[config.mk]
export PLATFORM = sky130hd
export DESIGN_NAME = byte_ring_line_extractor_core_flat
export DESIGN_NICKNAME = d
export VERILOG_FILES = /design/src/hw/rtl/brle_pkg.sv /design/src/hw/rtl/brle_if.sv /design/src/hw/rtl/brle_ram.sv /design/src/hw/rtl/byte_ring_line_extractor_core.sv /design/src/flat_wrapper.sv
export SDC_FILE = /design/constraint.sdc
export NUM_CORES = 1
export LEC_CHECK = 0
export ABC_AREA = 1
export BUFFER_PORTS_ARGS = -buffer_cell sky130_fd_sc_hd__buf_2
export CORE_MARGIN = 4
export CORE_UTILIZATION = 40
export CTS_BUF_LIST = sky130_fd_sc_hd__clkbuf_8 sky130_fd_sc_hd__clkbuf_16
export CTS_CLUSTER_DIAMETER = 200
export DETAILED_ROUTE_END_ITERATION = 10
export PLACE_DENSITY_LB_ADDON = 0.3
export SLEW_MARGIN = 20
export SYNTH_ARGS = -nofsm -noshare
export SYNTH_HDL_FRONTEND = slang
export SYNTH_HIERARCHICAL = 1
export SYNTH_SLANG_ARGS = --single-unit
[constraint.sdc]
create_clock -name clk -period 5.39 [get_ports clk]
set_clock_uncertainty 0.15 [all_clocks]
set_input_delay 1.078 -clock clk [delete_from_list [all_inputs] [get_ports clk]]
set_output_delay 1.078 -clock clk [all_outputs]
set_load 0.02 [all_outputs]
[src/hw/rtl/brle_pkg.sv]
`default_nettype none

package brle_pkg;

	localparam int CAPACITY = 32;
	localparam int SLOTS    = CAPACITY + 1;
	localparam int PTR_W    = $clog2(SLOTS);
	localparam int LOST_W   = 16;

	localparam logic [7:0] DELIM_RESET = 8'd10;

	localparam logic OP_WRITE = 1'b0;
	localparam logic OP_READ  = 1'b1;

	typedef logic [PTR_W-1:0] ptr_t;

	typedef enum logic [2:0] {
		ST_STORED     = 3'd0,
		ST_DROPPED    = 3'd1,
		ST_NO_LINE    = 3'd2,
		ST_LINE_BYTE  = 3'd3,
		ST_EMPTY_LINE = 3'd4
	} status_t;

	typedef struct packed {
		logic       en;
		ptr_t       addr;
		logic [7:0] data;
	} ram_wr_t;

	typedef struct packed {
		logic en;
		ptr_t addr;
	} ram_rd_t;

	function automatic ptr_t ring_next(input ptr_t p);
		return (p == ptr_t'(SLOTS - 1)) ? '0 : p + ptr_t'(1);
	endfunction

endpackage

`default_nettype wire

[src/hw/rtl/brle_if.sv]
`default_nettype none

interface brle_req_if;
	logic       valid;
	logic       ready;
	logic       op;
	logic [7:0] data_in;

	modport source (output valid, output op, output data_in, input ready);
	modport sink   (input valid, input op, input data_in, output ready);
endinterface

interface brle_rsp_if;
	logic        valid;
	logic        ready;
	logic [2:0]  status;
	logic [7:0]  data_out;
	logic        last;
	logic [15:0] lost_bytes;

	modport source (output valid, output status, output data_out, output last,
		output lost_bytes, input ready);
	modport sink   (input valid, input status, input data_out, input last,
		input lost_bytes, output ready);
endinterface

interface brle_cfg_if;
	logic       valid;
	logic       ready;
	logic [7:0] line_delimiter;

	modport source (output valid, output line_delimiter, input ready);
	modport sink   (input valid, input line_delimiter, output ready);
endinterface

`default_nettype wire

[src/hw/rtl/brle_ram.sv]
`default_nettype none

module brle_ram
	import brle_pkg::*;
(
	input  wire logic       clk,
	input  wire ram_wr_t    wr,
	input  wire ram_rd_t    rd,
	output logic [7:0]      rdata
);

	logic [7:0] mem_q [SLOTS];
	logic [7:0] rdata_q;

	always_ff @(posedge clk) begin
		if (wr.en) begin
			mem_q[wr.addr] <= wr.data;
		end
	end

	// read data holds until the next read
	always_ff @(posedge clk) begin
		if (rd.en) begin
			rdata_q <= mem_q[rd.addr];
		end
	end

	assign rdata = rdata_q;

endmodule

`default_nettype wire

[src/hw/rtl/byte_ring_line_extractor_core.sv]
`default_nettype none

// Byte ring buffer with line extraction. The store has CAPACITY+1 entries in
// one synchronous RAM with one slot kept free, so CAPACITY bytes fit. A write
// item (op 0) gives one result: stored, or dropped when full, which bumps
// lost_bytes (saturating at 65535). Writes sustain one item per cycle as long
// as results are taken. A read item (op 1) scans the RAM from the read
// pointer, one entry per cycle, for line_delimiter. When the delimiter is
// absent a single no-line result comes once every stored byte has been
// checked, and nothing is consumed. On a hit the bytes before the delimiter
// stream out one per cycle while results are taken, with last on the final
// one, or a single empty-line result when the delimiter comes first; the line
// and its delimiter are then consumed. The next item is accepted once the
// block is back in idle and the output is free. The one RAM read port is
// registered, and a result that is not taken stalls both the stream and the
// input. The delimiter register resets to newline; the user must write it
// through cfg only while idle, as the block itself does not enforce this.
// lost_bytes on every result is the drop count after that item.

module byte_ring_line_extractor_core
	import brle_pkg::*;
(
	input  wire logic   clk,
	input  wire logic   arst_n,
	brle_req_if.sink    req,
	brle_rsp_if.source  rsp,
	brle_cfg_if.sink    cfg
);

	typedef enum logic [1:0] {
		S_IDLE,
		S_SCAN,
		S_SINGLE,
		S_EMIT
	} state_t;

	state_t              state_q;
	ptr_t                wr_ptr_q;
	ptr_t                rd_ptr_q;
	logic [LOST_W-1:0]   drop_q;
	logic [7:0]          delim_q;

	// scan / emit bookkeeping
	ptr_t                scan_p_q;    // next address to issue during the scan
	ptr_t                p_s1;        // address whose data sits in rdata
	logic                vld_s1;
	ptr_t                found_q;     // delimiter position
	ptr_t                emit_p_q;    // address of the byte now in rdata
	status_t             single_q;

	// result register
	logic                rsp_valid_q;
	status_t             rsp_status_q;
	logic [7:0]          rsp_data_q;
	logic                rsp_last_q;

	ram_wr_t             ram_wr;
	ram_rd_t             ram_rd;
	logic [7:0]          rdata;

	logic                out_free;
	logic                req_acc;
	logic                full;
	logic                hit;
	logic                scan_issue;
	logic                last_now;

	brle_ram u_ram (
		.clk   (clk),
		.wr    (ram_wr),
		.rd    (ram_rd),
		.rdata (rdata)
	);

	assign out_free  = !rsp_valid_q || rsp.ready;
	assign req.ready = (state_q == S_IDLE) && out_free;
	assign req_acc   = req.valid && req.ready;
	assign cfg.ready = 1'b1;

	assign full       = (ring_next(wr_ptr_q) == rd_ptr_q);
	assign hit        = (state_q == S_SCAN) && vld_s1 && (rdata == delim_q);
	assign scan_issue = (state_q == S_SCAN) && !hit && (scan_p_q != wr_ptr_q);
	assign last_now   = (ring_next(emit_p_q) == found_q);

	// Writes happen only from idle and reads only while scanning or emitting,
	// so the two never touch the RAM in the same cycle.
	always_comb begin
		ram_wr.en   = req_acc && (req.op == OP_WRITE) && !full;
		ram_wr.addr = wr_ptr_q;
		ram_wr.data = req.data_in;

		ram_rd.en   = 1'b0;
		ram_rd.addr = scan_p_q;
		unique case (state_q)
			S_SCAN: begin
				if (hit) begin
					// prefetch the first line byte
					ram_rd.en   = (p_s1 != rd_ptr_q);
					ram_rd.addr = rd_ptr_q;
				end else begin
					ram_rd.en   = scan_issue;
					ram_rd.addr = scan_p_q;
				end
			end
			S_EMIT: begin
				ram_rd.en   = out_free && !last_now;
				ram_rd.addr = ring_next(emit_p_q);
			end
			default: begin
				ram_rd.en   = 1'b0;
			end
		endcase
	end

	always_ff @(posedge clk or negedge arst_n) begin
		if (!arst_n) begin
			delim_q <= DELIM_RESET;
		end else if (cfg.valid && cfg.ready) begin
			delim_q <= cfg.line_delimiter;
		end
	end

	always_ff @(posedge clk or negedge arst_n) begin
		if (!arst_n) begin
			state_q      <= S_IDLE;
			wr_ptr_q     <= '0;
			rd_ptr_q     <= '0;
			drop_q       <= '0;
			vld_s1       <= 1'b0;
			rsp_valid_q  <= 1'b0;
			scan_p_q     <= '0;
			p_s1         <= '0;
			found_q      <= '0;
			emit_p_q     <= '0;
			single_q     <= ST_NO_LINE;
			rsp_status_q <= ST_STORED;
			rsp_data_q   <= '0;
			rsp_last_q   <= 1'b0;
		end else begin
			if (rsp.ready) begin
				rsp_valid_q <= 1'b0;
			end

			unique case (state_q)
				S_IDLE: begin
					if (req_acc) begin
						if (req.op == OP_WRITE) begin
							rsp_valid_q <= 1'b1;
							rsp_data_q  <= '0;
							rsp_last_q  <= 1'b1;
							if (!full) begin
								wr_ptr_q     <= ring_next(wr_ptr_q);
								rsp_status_q <= ST_STORED;
							end else begin
								if (drop_q != '1) begin
									drop_q <= drop_q + LOST_W'(1);
								end
								rsp_status_q <= ST_DROPPED;
							end
						end else begin
							state_q  <= S_SCAN;
							scan_p_q <= rd_ptr_q;
							vld_s1   <= 1'b0;
						end
					end
				end

				S_SCAN: begin
					vld_s1 <= scan_issue;
					p_s1   <= scan_p_q;
					if (scan_issue) begin
						scan_p_q <= ring_next(scan_p_q);
					end
					if (hit) begin
						found_q <= p_s1;
						if (p_s1 == rd_ptr_q) begin
							single_q <= ST_EMPTY_LINE;
							state_q  <= S_SINGLE;
						end else begin
							emit_p_q <= rd_ptr_q;
							state_q  <= S_EMIT;
						end
					end else if (!vld_s1 && (scan_p_q == wr_ptr_q)) begin
						// everything between the pointers checked, no delimiter
						single_q <= ST_NO_LINE;
						state_q  <= S_SINGLE;
					end
				end

				S_SINGLE: begin
					if (out_free) begin
						rsp_valid_q  <= 1'b1;
						rsp_status_q <= single_q;
						rsp_data_q   <= '0;
						rsp_last_q   <= 1'b1;
						if (single_q == ST_EMPTY_LINE) begin
							rd_ptr_q <= ring_next(found_q);
						end
						state_q <= S_IDLE;
					end
				end

				S_EMIT: begin
					if (out_free) begin
						rsp_valid_q  <= 1'b1;
						rsp_status_q <= ST_LINE_BYTE;
						rsp_data_q   <= rdata;
						rsp_last_q   <= last_now;
						if (last_now) begin
							rd_ptr_q <= ring_next(found_q);
							state_q  <= S_IDLE;
						end else begin
							emit_p_q <= ring_next(emit_p_q);
						end
					end
				end

				default: begin
					state_q <= S_IDLE;
				end
			endcase
		end
	end

	assign rsp.valid      = rsp_valid_q;
	assign rsp.status     = rsp_status_q;
	assign rsp.data_out   = rsp_data_q;
	assign rsp.last       = rsp_last_q;
	// the counter moves only when a new result is loaded
	assign rsp.lost_bytes = drop_q;

	a_ram_one_access: assert property (@(posedge clk) disable iff (!arst_n)
		!(ram_wr.en && ram_rd.en))
		else $error("RAM written and read in the same cycle");

	a_ptr_range: assert property (@(posedge clk) disable iff (!arst_n)
		(wr_ptr_q <= ptr_t'(SLOTS - 1)) && (rd_ptr_q <= ptr_t'(SLOTS - 1)))
		else $error("ring pointer out of range");

	a_wr_ptr_idle: assert property (@(posedge clk) disable iff (!arst_n)
		!$stable(wr_ptr_q) |-> $past(state_q) == S_IDLE)
		else $error("write pointer moved outside idle");

	a_emit_before_delim: assert property (@(posedge clk) disable iff (!arst_n)
		(state_q == S_EMIT) |-> (emit_p_q != found_q))
		else $error("emitting the delimiter as a line byte");

endmodule

`default_nettype wire
[src/flat_wrapper.sv]
// flat-port wrapper written by rule: the top's interface ports become plain ports
module byte_ring_line_extractor_core_flat import brle_pkg::*;
  (clk, arst_n, req_valid, req_op, req_data_in, req_ready, rsp_valid, rsp_status, rsp_data_out, rsp_last, rsp_lost_bytes, rsp_ready, cfg_valid, cfg_line_delimiter, cfg_ready);
  brle_req_if req_i ();
  brle_rsp_if rsp_i ();
  brle_cfg_if cfg_i ();
  input  wire logic clk;
  input  wire logic arst_n;
  input wire logic [$bits(req_i.valid)-1:0] req_valid;
  input wire logic [$bits(req_i.op)-1:0] req_op;
  input wire logic [$bits(req_i.data_in)-1:0] req_data_in;
  output wire logic [$bits(req_i.ready)-1:0] req_ready;
  output wire logic [$bits(rsp_i.valid)-1:0] rsp_valid;
  output wire logic [$bits(rsp_i.status)-1:0] rsp_status;
  output wire logic [$bits(rsp_i.data_out)-1:0] rsp_data_out;
  output wire logic [$bits(rsp_i.last)-1:0] rsp_last;
  output wire logic [$bits(rsp_i.lost_bytes)-1:0] rsp_lost_bytes;
  input wire logic [$bits(rsp_i.ready)-1:0] rsp_ready;
  input wire logic [$bits(cfg_i.valid)-1:0] cfg_valid;
  input wire logic [$bits(cfg_i.line_delimiter)-1:0] cfg_line_delimiter;
  output wire logic [$bits(cfg_i.ready)-1:0] cfg_ready;
  assign req_i.valid = req_valid;
  assign req_i.op = req_op;
  assign req_i.data_in = req_data_in;
  assign req_ready = req_i.ready;
  assign rsp_valid = rsp_i.valid;
  assign rsp_status = rsp_i.status;
  assign rsp_data_out = rsp_i.data_out;
  assign rsp_last = rsp_i.last;
  assign rsp_lost_bytes = rsp_i.lost_bytes;
  assign rsp_i.ready = rsp_ready;
  assign cfg_i.valid = cfg_valid;
  assign cfg_i.line_delimiter = cfg_line_delimiter;
  assign cfg_ready = cfg_i.ready;
  byte_ring_line_extractor_core u_core (.clk(clk), .arst_n(arst_n), .req(req_i), .rsp(rsp_i), .cfg(cfg_i));
endmodule
==> run_results.csv <==
group,metric,value,unit
global_route,gr-usage-all-layers,0.1786,
drt,wl_per_cell,17.93,um
global_route,grt-ovfl-total,0,
global_route,grt_pass1_vias,11216,
clock_network,cts.repair.resized,0,
drt,drtIter0Drc,1070,
global_route,grt_pass1_wl,62.56,mm
clock_network,numCtsBuffers,39,
logic_synthesis,yosysUniqueCellTypes,43,
clock_network,cts_sinks,350,
logic_synthesis,synth_edf_count,272,
logic_synthesis,synth_top_area_share,0.5087,
sta,relSlewSlack,0.2956,
run_status,status,"finished, final reports clean",
floorplanning,die_h,208.3,um
pwr,leakage,0.006961,uW
cells_and_area,area_growth,10.50,%
pwr,power_frac_seq,0.391,
cells_and_area,nFillCells,3737,
drt,routed_wl,39.25,mm
place,port-buffer-count,51,
critical_path,crit_fanout,33,
sta,finalSetupViolCount,0,
critical_path,r2r_cells,18,
critical_path,endpoint_kind,"flip-flop",
pwr,comb_power_share,0.326,
drt,drtAntennaViolNets,0,
floorplanning,initial_core_util,0.4041,
drt,dr.pass1.iters,5,
critical_path,worstPathArrival,4.03,ns
floorplanning,core-area,0.03973,sq mm
global_route,antenna_found_initial,0,
drt,via_per_inst,5.271,
sta,hold_viol,0,
sta,final.min_clock_period,3.890,ns
critical_path,regToRegSetupSlack,1.50,ns
floorplanning,die-width,208.3,um
logic_synthesis,ys_seq_elements,350,
pwr,p_sw,3169,uW
clock_network,clockRootBuffer,"clkbuf_16",
flow_run,cap_violations,0,
clock_network,clk_path_buf_depth,3,
pwr,p_total,8346,uW
logic_synthesis,synth.avg_cell_area,10.02,sq um
sta,drv_slew,0,
clock_network,htree_num_levels,2,
cells_and_area,diodes,0,
cells_and_area,drive_gt1_frac,0.09255,
floorplanning,die_area,0.04341,sq mm
logic_synthesis,async_reset_ff_frac,0.2229,
sta,worst_pin_slew,1.052,ns
place,gp_congestion,0.8306,
critical_path,startpoint,"u_core/state_q[0]",
hold_path,min_path_cells,2,
clock_network,cts_hold_buf,0,
floorplanning,io_pins,53,
logic_synthesis,synth_area,0.01606,sq mm
cells_and_area,final_nets,1668,
pwr,p_int,5178,uW
logic_synthesis,synth_area_leader_cell,"edfxtp_1",
cells_and_area,final_common_cell,"nand2_1",
sta,clock.fmax,0.2570,GHz
floorplanning,row_count,73,
logic_synthesis,ys_seq_area_frac,0.6305,
drt,drc,0,
logic_synthesis,ys.warnings.count,6,
logic_synthesis,synth_nets,1634,
cells_and_area,layout_common_cells,"564 x nand2_1, 272 x nand3_1, 272 x edfxtp_1",
pwr,p_per_area,470.4,mW/mm^2
critical_path,crit_type,"reg -> reg",
hold_path,min_path_type,"reg -> reg",
logic_synthesis,synth.area.top_cells,"edfxtp_1 51%, nand2_1 13%, dfrtp_1 12%",
critical_path,cp-endpoint,"u_core/u_ram/rdata[2]",
global_route,grt_start_max_net_pins,129,
sta,final.setup.tns,0,ns
pwr,ir_drop,0.3858,mV
critical_path,critPathLaunchType,"flip-flop",
clock_network,clkLatencyLatePin,0.54,ns
pwr,sw_frac_of_total,0.3797,
sta,rsz0062_at_grt,"no",
logic_synthesis,synth_flop_cell,"edfxtp_1",
critical_path,required,5.53,ns
clock_network,cts_tree,"done",
logic_synthesis,synth_cells,1603,
clock_network,clkTransAtPathRegs,0.06,ns
drt,num_vias,11538,
pwr,p_clk_frac,0.283,
critical_path,r2r_start,"u_core/state_q[0]",
sta,finalCritPeriodShare,0.7218,
place,place_hpwl,24.52,mm
critical_path,reg2reg_to,"u_core/u_ram/rdata[2]",
clock_network,post-cts-setup-buffer-count,0,
## critical path, cell delays in order, from the launching register on
cell and delay [ns]:
dfrtp_1 0.59, nand2_4 0.20, nor2_2 0.14, nand3_1 0.08, nor2_1 0.12, nand2_2 0.15
nand2_1 0.11, inv_1 0.09, nand2_1 0.10, o2111ai_4 0.11, inv_2 0.57, buf_4 0.38
nand3_1 0.12, nand3_1 0.10, nand2_1 0.13, nand2_1 0.11, nand3_1 0.10, nand3_1 0.15
nand2_1 0.10
## flip-flops by register name, indices dropped and copies added, names as in the netlist, 6 cells and up
register / flops
u_core/delim_q: 8
u_core/emit_p_q: 6
u_core/found_q: 6
u_core/p_s1: 6
u_core/rd_ptr_q: 6
u_core/rsp.data_out: 8
u_core/rsp.lost_bytes: 16
u_core/scan_p_q: 6
u_core/u_ram/mem_q: 264
u_core/u_ram/rdata: 8
u_core/wr_ptr_q: 6
## metal layers
metal  global-route usage  part of all wire  routed length [um]  vias to the layer above
met2               0.2912              0.47               18610                      325
met5                    0                 0                   0                        -
li1                     -                 -                   -                     5535
met3              0.04162             0.068                2677                       65
met4              0.04100             0.018                 717                        0
met1               0.2453              0.44               17250                     5613
## worst min-delay path by stage
| stage | slack (ns) | to | from |
|---|---|---|---|
| after detailed placement | 0.32 | u_core/rsp.last | u_core/rsp.last |
| after global routing | 0.35 | u_core/rsp.last | u_core/rsp.last |
| after floorplan | 0.31 | u_core/single_q[2] | u_core/single_q[2] |
| after global placement | 0.31 | u_core/rsp.data_out[0] | u_core/rsp.data_out[0] |
| final | 0.33 | u_core/rsp.last | u_core/rsp.last |
| after CTS | 0.33 | u_core/rsp.last | u_core/rsp.last |
## kinds of logic after synthesis
kind of cell | synth area share
adder cells (fa/ha/maj) | 0.007014
AO/OA/AOI/OAI | 0.02432
XOR/XNOR | 0.01637
multiplexers | 0.003507
buffers and inverters | 0.05065
AND/OR/NAND/NOR | 0.2674
flip-flops | 0.6305
other | 0.0002336
## power groups by stage
stage	Combinational [uW]	Sequential, uW	Clock [uW]
5_1_grt	3050	3290	2540
3_3_place_gp	2660	3320	0
6_report	2720	3260	2360
2_1_floorplan	2130	3300	0
4_1_cts	2700	3270	2420
3_5_place_dp	2680	3320	0
## cells in the mapped netlist (17+ instances only)
cell type / instances
xor2_1: 17
inv_1: 74
nand2_1: 564
o21ai_0: 35
buf_6: 24
dfrtp_1: 75
edfxtp_1: 272
buf_2: 20
nand3_1: 272
nor2_1: 72
clkbuf_1: 17
nand4_1: 33
## through the flow
step / std cells / util / cell area [sq um] / worst slack (ns) / hold WS [ns]
finish: 2189 / 0.4465 / 17740 / 1.500 / 0.3252
CTS: 2189 / 0.4464 / 17740 / 1.559 / 0.3299
global placement: 2121 / 0.4180 / 16610 / 1.460 / 0.3105
floorplan: 1603 / - / 16060 / 1.810 / 0.3141
global route: 2189 / 0.4465 / 17740 / 1.223 / 0.3472
detailed placement: 2121 / 0.4180 / 16610 / 1.416 / 0.3151
## area by class of cell
class,instances,area [sq um],area share
Sequential cell,350,10120,0.5706
Multi-Input combinational cell,1100,5142,0.2898
Clock buffer,39,975.9,0.05501
Tap cell,525,656.9,0.03702
Timing Repair Buffer,66,386.6,0.02179
Inverter,80,301.5,0.01700
Clock inverter,29,155.1,0.008745
No activity file was read; power rests on OpenSTA's default activity.
